--- config.mk ---
export PLATFORM = sky130hd
export DESIGN_NAME = spectrum_zero_run_encoder_top
export DESIGN_NICKNAME = d
export VERILOG_FILES = /design/src/design/spzr_pkg.sv /design/src/design/spzr_div.sv /design/src/design/spzr_datapath.sv /design/src/design/spzr_ctrl.sv /design/src/design/spectrum_zero_run_encoder_top.sv
export SDC_FILE = /design/constraint.sdc
export NUM_CORES = 1
export LEC_CHECK = 0
export BUFFER_PORTS_ARGS = -buffer_cell sky130_fd_sc_hd__buf_2
export CAP_MARGIN = 10
export CORE_ASPECT_RATIO = 1.25
export CORE_MARGIN = 1.5
export CORE_UTILIZATION = 45
export DETAILED_ROUTE_END_ITERATION = 6
export PLACE_DENSITY = 0.72
export REMOVE_ABC_BUFFERS = 1
export SETUP_SLACK_MARGIN = 0.05
export SLEW_MARGIN = 30
export SYNTH_ARGS = -nofsm -noshare
export SYNTH_HDL_FRONTEND = slang
export SYNTH_SLANG_ARGS = --single-unit
export TNS_END_PERCENT = 50
--- constraint.sdc ---
create_clock -name clk -period 3.4 [get_ports clk]
set_input_delay 0 -clock clk [delete_from_list [all_inputs] [get_ports clk]]
set_output_delay 0 -clock clk [all_outputs]
set_load 0.03 [all_outputs]
--- src/design/spzr_pkg.sv ---
// ----------------------------------------------------------------------------
// spzr_pkg
// Shared types and constants for the spectrum zero-run encoder.
// ----------------------------------------------------------------------------
package spzr_pkg;

    // Field widths
    localparam int PIXEL_W = 24;
    localparam int WORD_W  = 16;
    localparam int CNT_W   = 5;   // holds PIXEL_W, the divider step count

    // Special words
    localparam logic [WORD_W-1:0] RUN_FLAG        = 16'hFFFF;
    localparam logic [WORD_W-1:0] END_WORD        = 16'hFFFF;
    localparam logic [WORD_W-1:0] RUN_LIMIT       = 16'hFFFE;
    localparam logic [WORD_W-1:0] MIN_FLAGGED_RUN = 16'd3;

    // Register map (word index)
    localparam logic REG_LINE_WIDTH = 1'b0;

    // Word source for the output register
    typedef enum logic [3:0] {
        SEL_X_LO,
        SEL_X_HI,
        SEL_Y_LO,
        SEL_Y_HI,
        SEL_ZERO,
        SEL_FLAG,
        SEL_RUN,
        SEL_COUNT,
        SEL_END,
        SEL_END_LAST
    } word_sel_t;

    // Controller to datapath
    typedef struct packed {
        logic      capture;
        logic      load_out;
        word_sel_t sel;
    } spzr_cmd_t;

    // Datapath to controller
    typedef struct packed {
        logic first;
        logic last;
        logic count_zero;
        logic limit_hit;
        logic run_ge3;
        logic run_two;
        logic run_one;
        logic div_busy;
        logic out_free;
    } spzr_stat_t;

endpackage

--- src/design/spzr_div.sv ---
// ----------------------------------------------------------------------------
// spzr_div
// Restoring divider, one quotient bit per cycle: splits a pixel number into
// line (quotient) and column (remainder).
// ----------------------------------------------------------------------------
module spzr_div
    import spzr_pkg::*;
(
    input  logic               clk,
    input  logic               rst_n,
    input  logic               start,
    input  logic [PIXEL_W-1:0] dividend,
    input  logic [WORD_W-1:0]  divisor,
    output logic               busy,
    output logic [PIXEL_W-1:0] quotient,
    output logic [WORD_W-1:0]  remainder
);

    logic [CNT_W-1:0]   cnt_reg;
    logic [CNT_W-1:0]   cnt_next;
    logic [PIXEL_W-1:0] quo_reg;
    logic [PIXEL_W-1:0] quo_next;
    logic [WORD_W-1:0]  rem_reg;
    logic [WORD_W-1:0]  rem_next;
    logic [WORD_W-1:0]  dsr_reg;
    logic [WORD_W-1:0]  dsr_next;
    logic [WORD_W:0]    shifted;
    logic [WORD_W:0]    diff;
    logic               fits;

    // Trial subtract of the divisor from the shifted partial remainder
    always_comb
    begin
        shifted = {rem_reg, quo_reg[PIXEL_W-1]};
        diff    = shifted - {1'b0, dsr_reg};
        fits    = (shifted >= {1'b0, dsr_reg});
    end

    // Load on start, then shift in one quotient bit per cycle
    always_comb
    begin
        cnt_next = cnt_reg;
        quo_next = quo_reg;
        rem_next = rem_reg;
        dsr_next = dsr_reg;
        if (start)
        begin
            cnt_next = CNT_W'(PIXEL_W);
            quo_next = dividend;
            rem_next = '0;
            dsr_next = divisor;
        end
        else if (cnt_reg != '0)
        begin
            cnt_next = cnt_reg - 1'b1;
            quo_next = {quo_reg[PIXEL_W-2:0], fits};
            rem_next = fits ? diff[WORD_W-1:0] : shifted[WORD_W-1:0];
        end
    end

    always_ff @(posedge clk or negedge rst_n)
    begin
        if (!rst_n)
        begin
            cnt_reg <= '0;
        end
        else
        begin
            cnt_reg <= cnt_next;
        end
    end

    always_ff @(posedge clk)
    begin
        quo_reg <= quo_next;
        rem_reg <= rem_next;
        dsr_reg <= dsr_next;
    end

    assign busy      = (cnt_reg != '0);
    assign quotient  = quo_reg;
    assign remainder = rem_reg;

`ifndef SYNTHESIS
    a_last_step_ends: assert property (@(posedge clk) disable iff (!rst_n)
        (cnt_reg == CNT_W'(1) && !start) |=> !busy)
        else $error("divider still busy after its last step");
`endif

endmodule

--- src/design/spzr_datapath.sv ---
// ----------------------------------------------------------------------------
// spzr_datapath
// Item capture, zero-run bookkeeping, coordinate divider and the output
// word register.
// ----------------------------------------------------------------------------
module spzr_datapath
    import spzr_pkg::*;
(
    input  logic               clk,
    input  logic               rst_n,
    input  spzr_cmd_t          cmd,
    output spzr_stat_t         stat,
    input  logic [WORD_W-1:0]  line_width,
    input  logic [PIXEL_W-1:0] pixel_number,
    input  logic [WORD_W-1:0]  bin_count,
    input  logic               first_bin,
    input  logic               last_bin,
    input  logic               out_ready,
    output logic               out_valid,
    output logic [WORD_W-1:0]  out_word,
    output logic               last_word
);

    logic [WORD_W-1:0]  zero_run_reg;
    logic [WORD_W-1:0]  zero_run_next;
    logic [WORD_W-1:0]  run_hold_reg;
    logic [WORD_W-1:0]  run_hold_next;
    logic [WORD_W-1:0]  count_reg;
    logic               first_reg;
    logic               last_reg;
    logic               limit_reg;
    logic               limit_next;
    logic [WORD_W-1:0]  run_base;
    logic [WORD_W-1:0]  run_inc;
    logic               count_zero_in;
    logic [WORD_W-1:0]  divisor;
    logic               div_busy;
    logic [PIXEL_W-1:0] quotient;
    logic [WORD_W-1:0]  remainder;
    logic               out_valid_reg;
    logic [WORD_W-1:0]  out_word_reg;
    logic               last_word_reg;
    logic [WORD_W-1:0]  word_mux;

    // Zero line width acts as one
    assign divisor = (line_width == '0) ? WORD_W'(1) : line_width;

    spzr_div u_div (
        .clk       (clk),
        .rst_n     (rst_n),
        .start     (cmd.capture && first_bin),
        .dividend  (pixel_number),
        .divisor   (divisor),
        .busy      (div_busy),
        .quotient  (quotient),
        .remainder (remainder)
    );

    // Run bookkeeping at capture: a first bin drops the pending run
    always_comb
    begin
        count_zero_in = (bin_count == '0);
        run_base      = first_bin ? '0 : zero_run_reg;
        run_inc       = run_base + 1'b1;
        limit_next    = count_zero_in && (run_inc >= RUN_LIMIT);
        zero_run_next = zero_run_reg;
        run_hold_next = run_hold_reg;
        if (cmd.capture)
        begin
            run_hold_next = limit_next ? RUN_LIMIT : run_base;
            if (last_bin || limit_next || !count_zero_in)
            begin
                zero_run_next = '0;
            end
            else
            begin
                zero_run_next = run_inc;
            end
        end
    end

    always_ff @(posedge clk or negedge rst_n)
    begin
        if (!rst_n)
        begin
            zero_run_reg <= '0;
        end
        else
        begin
            zero_run_reg <= zero_run_next;
        end
    end

    // Hold the captured item
    always_ff @(posedge clk)
    begin
        run_hold_reg <= run_hold_next;
        if (cmd.capture)
        begin
            count_reg <= bin_count;
            first_reg <= first_bin;
            last_reg  <= last_bin;
            limit_reg <= limit_next;
        end
    end

    // Select the next output word
    always_comb
    begin
        case (cmd.sel)
            SEL_X_LO:     word_mux = remainder;
            SEL_X_HI:     word_mux = '0;
            SEL_Y_LO:     word_mux = quotient[WORD_W-1:0];
            SEL_Y_HI:     word_mux = WORD_W'(quotient[PIXEL_W-1:WORD_W]);
            SEL_ZERO:     word_mux = '0;
            SEL_FLAG:     word_mux = RUN_FLAG;
            SEL_RUN:      word_mux = run_hold_reg;
            SEL_COUNT:    word_mux = count_reg;
            SEL_END:      word_mux = END_WORD;
            SEL_END_LAST: word_mux = END_WORD;
            default:      word_mux = '0;
        endcase
    end

    // Output register: load on command, drop on transfer
    always_ff @(posedge clk or negedge rst_n)
    begin
        if (!rst_n)
        begin
            out_valid_reg <= 1'b0;
        end
        else if (cmd.load_out)
        begin
            out_valid_reg <= 1'b1;
        end
        else if (out_ready)
        begin
            out_valid_reg <= 1'b0;
        end
    end

    always_ff @(posedge clk)
    begin
        if (cmd.load_out)
        begin
            out_word_reg  <= word_mux;
            last_word_reg <= (cmd.sel == SEL_END_LAST);
        end
    end

    assign out_valid = out_valid_reg;
    assign out_word  = out_word_reg;
    assign last_word = last_word_reg;

    // Status toward the controller
    always_comb
    begin
        stat.first      = first_reg;
        stat.last       = last_reg;
        stat.count_zero = (count_reg == '0);
        stat.limit_hit  = limit_reg;
        stat.run_ge3    = (run_hold_reg >= MIN_FLAGGED_RUN);
        stat.run_two    = (run_hold_reg == WORD_W'(2));
        stat.run_one    = (run_hold_reg == WORD_W'(1));
        stat.div_busy   = div_busy;
        stat.out_free   = !out_valid_reg || out_ready;
    end

`ifndef SYNTHESIS
    a_run_below_limit: assert property (@(posedge clk) disable iff (!rst_n)
        zero_run_reg < RUN_LIMIT)
        else $error("pending zero run reached the run limit");
`endif

endmodule

--- src/design/spzr_ctrl.sv ---
// ----------------------------------------------------------------------------
// spzr_ctrl
// Sequencer: accepts one bin, waits for the coordinates when needed, then
// steps through the words of the item one output transfer at a time.
// ----------------------------------------------------------------------------
module spzr_ctrl
    import spzr_pkg::*;
(
    input  logic       clk,
    input  logic       rst_n,
    input  logic       in_valid,
    output logic       in_ready,
    input  spzr_stat_t stat,
    output spzr_cmd_t  cmd
);

    typedef enum logic [3:0] {
        S_IDLE,
        S_DISPATCH,
        S_DIV,
        S_X_LO,
        S_X_HI,
        S_Y_LO,
        S_Y_HI,
        S_FLAG,
        S_RUN,
        S_ZERO_A,
        S_ZERO_B,
        S_COUNT,
        S_END,
        S_END_LAST
    } state_t;

    state_t state_reg;
    state_t state_next;
    state_t after;
    logic   emit;

    // Close the item: end words on a last bin, else back to idle
    function automatic state_t tail_state(input spzr_stat_t s);
        tail_state = s.last ? S_END : S_IDLE;
    endfunction

    // First body state, entered after the coordinates or straight from dispatch
    function automatic state_t body_state(input spzr_stat_t s);
        state_t nxt;
        if (s.count_zero)
        begin
            nxt = s.limit_hit ? S_FLAG : tail_state(s);
        end
        else if (s.run_ge3)
        begin
            nxt = S_FLAG;
        end
        else if (s.run_two)
        begin
            nxt = S_ZERO_A;
        end
        else if (s.run_one)
        begin
            nxt = S_ZERO_B;
        end
        else
        begin
            nxt = S_COUNT;
        end
        body_state = nxt;
    endfunction

    // Next state and commands
    always_comb
    begin
        state_next   = state_reg;
        after        = S_IDLE;
        emit         = 1'b0;
        cmd.capture  = 1'b0;
        cmd.load_out = 1'b0;
        cmd.sel      = SEL_COUNT;
        case (state_reg)
            S_IDLE:
            begin
                if (in_valid)
                begin
                    cmd.capture = 1'b1;
                    state_next  = S_DISPATCH;
                end
            end
            S_DISPATCH:
                state_next = stat.first ? S_DIV : body_state(stat);
            S_DIV:
            begin
                if (!stat.div_busy)
                begin
                    state_next = S_X_LO;
                end
            end
            S_X_LO:
            begin
                emit = 1'b1; cmd.sel = SEL_X_LO; after = S_X_HI;
            end
            S_X_HI:
            begin
                emit = 1'b1; cmd.sel = SEL_X_HI; after = S_Y_LO;
            end
            S_Y_LO:
            begin
                emit = 1'b1; cmd.sel = SEL_Y_LO; after = S_Y_HI;
            end
            S_Y_HI:
            begin
                emit = 1'b1; cmd.sel = SEL_Y_HI; after = body_state(stat);
            end
            S_FLAG:
            begin
                emit = 1'b1; cmd.sel = SEL_FLAG; after = S_RUN;
            end
            S_RUN:
            begin
                emit    = 1'b1;
                cmd.sel = SEL_RUN;
                after   = stat.count_zero ? tail_state(stat) : S_COUNT;
            end
            S_ZERO_A:
            begin
                emit = 1'b1; cmd.sel = SEL_ZERO; after = S_ZERO_B;
            end
            S_ZERO_B:
            begin
                emit = 1'b1; cmd.sel = SEL_ZERO; after = S_COUNT;
            end
            S_COUNT:
            begin
                emit = 1'b1; cmd.sel = SEL_COUNT; after = tail_state(stat);
            end
            S_END:
            begin
                emit = 1'b1; cmd.sel = SEL_END; after = S_END_LAST;
            end
            S_END_LAST:
            begin
                emit = 1'b1; cmd.sel = SEL_END_LAST; after = S_IDLE;
            end
            default:
                state_next = S_IDLE;
        endcase

        // Advance only when the output register can take the word
        if (emit && stat.out_free)
        begin
            cmd.load_out = 1'b1;
            state_next   = after;
        end
    end

    always_ff @(posedge clk or negedge rst_n)
    begin
        if (!rst_n)
        begin
            state_reg <= S_IDLE;
        end
        else
        begin
            state_reg <= state_next;
        end
    end

    assign in_ready = (state_reg == S_IDLE);

`ifndef SYNTHESIS
    a_load_needs_room: assert property (@(posedge clk) disable iff (!rst_n)
        cmd.load_out |-> stat.out_free)
        else $error("output word loaded over a pending word");

    a_capture_dispatch: assert property (@(posedge clk) disable iff (!rst_n)
        cmd.capture |=> (state_reg == S_DISPATCH) && !in_ready)
        else $error("capture not followed by dispatch");

    a_no_load_in_div: assert property (@(posedge clk) disable iff (!rst_n)
        (state_reg == S_DIV && stat.div_busy) |=> !$past(cmd.load_out))
        else $error("word emitted while coordinates pending");
`endif

endmodule

--- src/design/spectrum_zero_run_encoder_top.sv ---
// ----------------------------------------------------------------------------
// spectrum_zero_run_encoder_top
// Zero-run-length encoder for pixel spectra: one histogram bin in, a
// stream of 16-bit words out (coordinates, literal zeros or flagged runs,
// counts and end words).
//
//   port group   dir  handshake          payload
//   bins in      in   in_valid/in_ready  pixel_number, bin_count,
//                                        first_bin, last_bin
//   words out    out  out_valid/out_ready out_word, last_word
//   config       in   APB (psel/penable) paddr, pwdata, prdata
//
// A zero bin that emits nothing goes from idle through dispatch back to idle;
// each emitted word is one sequencer state, left once the sink can take it. A
// first bin also waits for the coordinate divider (one quotient bit per cycle over 24 bits).
// One bin is in flight at a time; in_ready is high only while idle.
// A stalled sink holds the sequencer at the word it is waiting to load.
// Reset (rst_n low) clears the pending zero run and sets line_width to 1.
// ----------------------------------------------------------------------------
module spectrum_zero_run_encoder_top
    import spzr_pkg::*;
(
    input  logic               clk,
    input  logic               rst_n,
    input  logic               in_valid,
    output logic               in_ready,
    input  logic [PIXEL_W-1:0] pixel_number,
    input  logic [WORD_W-1:0]  bin_count,
    input  logic               first_bin,
    input  logic               last_bin,
    output logic               out_valid,
    input  logic               out_ready,
    output logic [WORD_W-1:0]  out_word,
    output logic               last_word,
    input  logic               psel,
    input  logic               penable,
    input  logic               pwrite,
    input  logic [2:0]         paddr,
    input  logic [31:0]        pwdata,
    output logic [31:0]        prdata,
    output logic               pready
);

    spzr_cmd_t         cmd;
    spzr_stat_t        stat;
    logic              ctrl_ready;
    logic [WORD_W-1:0] line_width_reg;
    logic              cfg_write;

    // Configuration register
    assign pready    = 1'b1;
    assign cfg_write = psel && penable && pwrite && (paddr[2] == REG_LINE_WIDTH);

    always_ff @(posedge clk or negedge rst_n)
    begin
        if (!rst_n)
        begin
            line_width_reg <= WORD_W'(1);
        end
        else if (cfg_write)
        begin
            line_width_reg <= pwdata[WORD_W-1:0];
        end
    end

    assign prdata = (paddr[2] == REG_LINE_WIDTH) ? {16'd0, line_width_reg} : 32'd0;

    spzr_ctrl u_ctrl (
        .clk      (clk),
        .rst_n    (rst_n),
        .in_valid (in_valid),
        .in_ready (ctrl_ready),
        .stat     (stat),
        .cmd      (cmd)
    );

    spzr_datapath u_dp (
        .clk          (clk),
        .rst_n        (rst_n),
        .cmd          (cmd),
        .stat         (stat),
        .line_width   (line_width_reg),
        .pixel_number (pixel_number),
        .bin_count    (bin_count),
        .first_bin    (first_bin),
        .last_bin     (last_bin),
        .out_ready    (out_ready),
        .out_valid    (out_valid),
        .out_word     (out_word),
        .last_word    (last_word)
    );

    assign in_ready = ctrl_ready;

endmodule
==> results.toml <==
[pwr]
pwr-share-clk_pct = 21.3
switching_share_pct = 38.2
power_switching_mw = 3.04
powerDensity_mw_per_mm2 = 820
leakage_nw = 4.04
combPwrFrac_pct = 39.5
seqPwrFrac_pct = 39.2
p_int_mw = 4.92
ir_drop_v = 0.000403

[synth]
ys_top_cells_by_area = "edfxtp_1, dfrtp_1, nand2_1"
synth_area_mm2 = 0.00790
synth_top_area_share_pct = 35.0
muxShareOfSynthArea_pct = 3.69
synth_top_family_by_area = "simple AND/OR/NAND/NOR gates"
synth_ff_type = "edfxtp_1"
synth_xor_area_share_pct = 2.77
synth_compound_area_share_pct = 12.5
ys_warn_count = 0
synth-edff-count = 92
syn_inst = 784
synth_cell_types = 69
synth-simple-area-share_pct = 19.6
yosysTopAreaCell = "edfxtp_1"
synth-seq-cells = 150
avgSynthCellArea_um2 = 10.1
synthArstFlopShare_pct = 28.0
synthAdderAreaFrac_pct = 3.42
seq_area_frac_synth_pct = 52.4

[setup_path]
end_kind = "flip-flop"
critPathKind = "flip-flop to flip-flop"
cp-start-kind = "flip-flop"
startpoint = "u_dp.zero_run_reg[0]"
critPathMaxFanout = 15
worstPathRequired_ns = 3.68
timing.rr.start = "u_dp.zero_run_reg[0]"
cp.arrival_ns = 3.12

[die]
ioPinCount = 136
fp.coreArea_mm2 = 0.0173
fp.dieW_um = 121
start_util_pct = 45.7
fp.dieArea_mm2 = 0.0184
die_y_um = 151
rows = 54

[global_routing]
grt_pass1_wl_um = 30000
grt_max_degree = 39
antenna_found_initial = 0
grt.overflow.total = 0
track_usage_pct = 21.4
grt_pass1_vias = 5851

[sta]
worst_pin_slew_ns = 0.877
finalCriticalPeriod_ns = 2.84
fmax_mhz = 352
layout_setup_ws_ns = 0.560
fin_skew_ns = 0.00709
whs_ns = 0.0459
final_max_slew_viol_count = 0
slew_headroom_pct = 41.2
rsz0062_at_grt = "false"
fin_crit_sh_pct = 83.5
final_hold_viol_count = 0
setup_viol = 0

[placed_design]
port_buffers = 100
preCtsSetupSlack_ns = 0.581
place_inst = 1079
gp_congestion = 0.889
dpl.hpwl_um = 13600

[cts]
cts_buffers = 17
ctsRootBufferMaster = "clkbuf_16"
cts_setup_buffers = 0
post_cts_resized = 0
cts_tree = "built"
htree_levels = 4
clkSinkCount = 150
clk_pin_slew_ns = 0.06
clock_latency_ns = 0.42
cts_buffer_depth = 2

[layout]
layout_commonest_cell = "nand2_1"
drive_above_1_share_pct = 18.7
final_cells = 1170
antenna_cells = 0
filler_cell_count = 1523
mostFrequentLayoutCells = "nand2_1, buf_2, edfxtp_1"
area_delta_synth_final_pct = 22.9
largest_reg_flops = 24
final_util_pct = 56.1
nets = 1038

[detailed_routing]
wl_per_cell_um = 16.3
wl_met3_um = 997
top_layer = "met4"
drtIter0Drc = 503
drc = 0
wl_met1_um = 8120
vias = 6273
wl_um = 19100
first_pass_iters = 5
drt-vias-per-instance = 5.36
met2_length_um = 9520
ant_nets = 0

[status]
status = "finished clean"

[worst_hold_path]
min_path_type = "input pin to flip-flop"
min_from = "first_bin"

[run]
cap_violations = 0
-- synthesized netlist by cell type (3+ instances only) --
master and number:
nand2_1 134, edfxtp_1 92, dfrtp_1 41, nor2_1 40, clkbuf_1 36, a21oi_1 34, inv_1 33, nor2b_1 31
o21ai_0 28, nand3_1 25, nor4_1 21, ha_1 20, nor3_1 18, a22oi_1 17, buf_4 17, mux2_2 17
nand4_1 17, dfxtp_1 16, xnor2_1 16, mux2i_1 10, xor2_1 9, a222oi_1 8, o21ai_1 7, o31ai_1 7
a211oi_1 6, o21a_1 6, or3_1 5, a31oi_1 4, and3_1 4, buf_2 4, nand2b_1 4, o22ai_1 4
o31a_1 4, buf_1 3
-- path summary, 6_finish.rpt --
kind,endpoint,slack [ns],cells past startpoint
setup / recovery,u_dp.zero_run_reg[3],0.56,8
hold / removal,u_dp.first_reg,0.05,1
setup reg to reg,u_dp.zero_run_reg[3],0.56,8
hold reg to reg,u_dp.zero_run_reg[9],0.48,2
max in group asynchronous,u_dp.zero_run_reg[9],2.84,3
min in group asynchronous,line_width_reg[8],0.07,2
-- area by class of cell --
cell class	instances	area, um^2	share of cell area (%)
inverters	33	124	1.28
well taps	224	280	2.89
flip-flops and latches	150	4140	42.6
multi-input cells	554	3380	34.8
clock inverters	11	77.6	0.799
repair buffers	177	1250	12.9
clock buffers	21	460	4.74
-- stage by stage --
step	area, um^2	power (mW)	TNS, ns
final	9710	7.96	0
after global routing	9710	8.48	0
after CTS	9710	7.96	0
after detailed placement	8580	6.21	0
after global placement	8560	6.14	0
after floorplan	7640	5.28	-141.25
-- routing by layer --
layer  GRT usage, %  vias to the layer above
li1               -                     3115
met1           27.1                     2924
met2           36.6                      201
met3           3.35                       33
met4           8.71                        0
met5              0                        -
-- power groups by stage --
stage | combinational, mW | sequential [mW] | clock [mW]
after floorplan | 2.02 | 3.26 | 0
after global placement | 3.01 | 3.13 | 0
after detailed placement | 3.06 | 3.14 | 0
after CTS | 3.14 | 3.12 | 1.71
after global routing | 3.50 | 3.19 | 1.79
final | 3.14 | 3.12 | 1.70
-- cell families after synthesis --
kind of cell               count (synthesis)
AOI/OAI and AO/OA                        146
xor gates and xnor gates                  25
adders and majority gates                 21
buffers and inverters                     95
DFF                                      150
muxes                                     27
other                                      2
and+or+nand+nor                          318
-- critical path, cell delays in order (launching register included) --
cell and delay, ns:
dfrtp_1 0.38, nor2b_1 0.32, ha_1 0.34, nand4_2 0.22
nor3_1 0.43, xor2_1 0.28, nand4bb_2 0.24, nand2_2 0.33
o22ai_1 0.15
-- repair_timing --
action / 4_1_cts / 5_1_grt
hold buffers: 59 / 0
endpoints found under the hold margin: 100 / 0
endpoints found under the setup margin: 0 / 0
(Power assumes the default switching activity.)
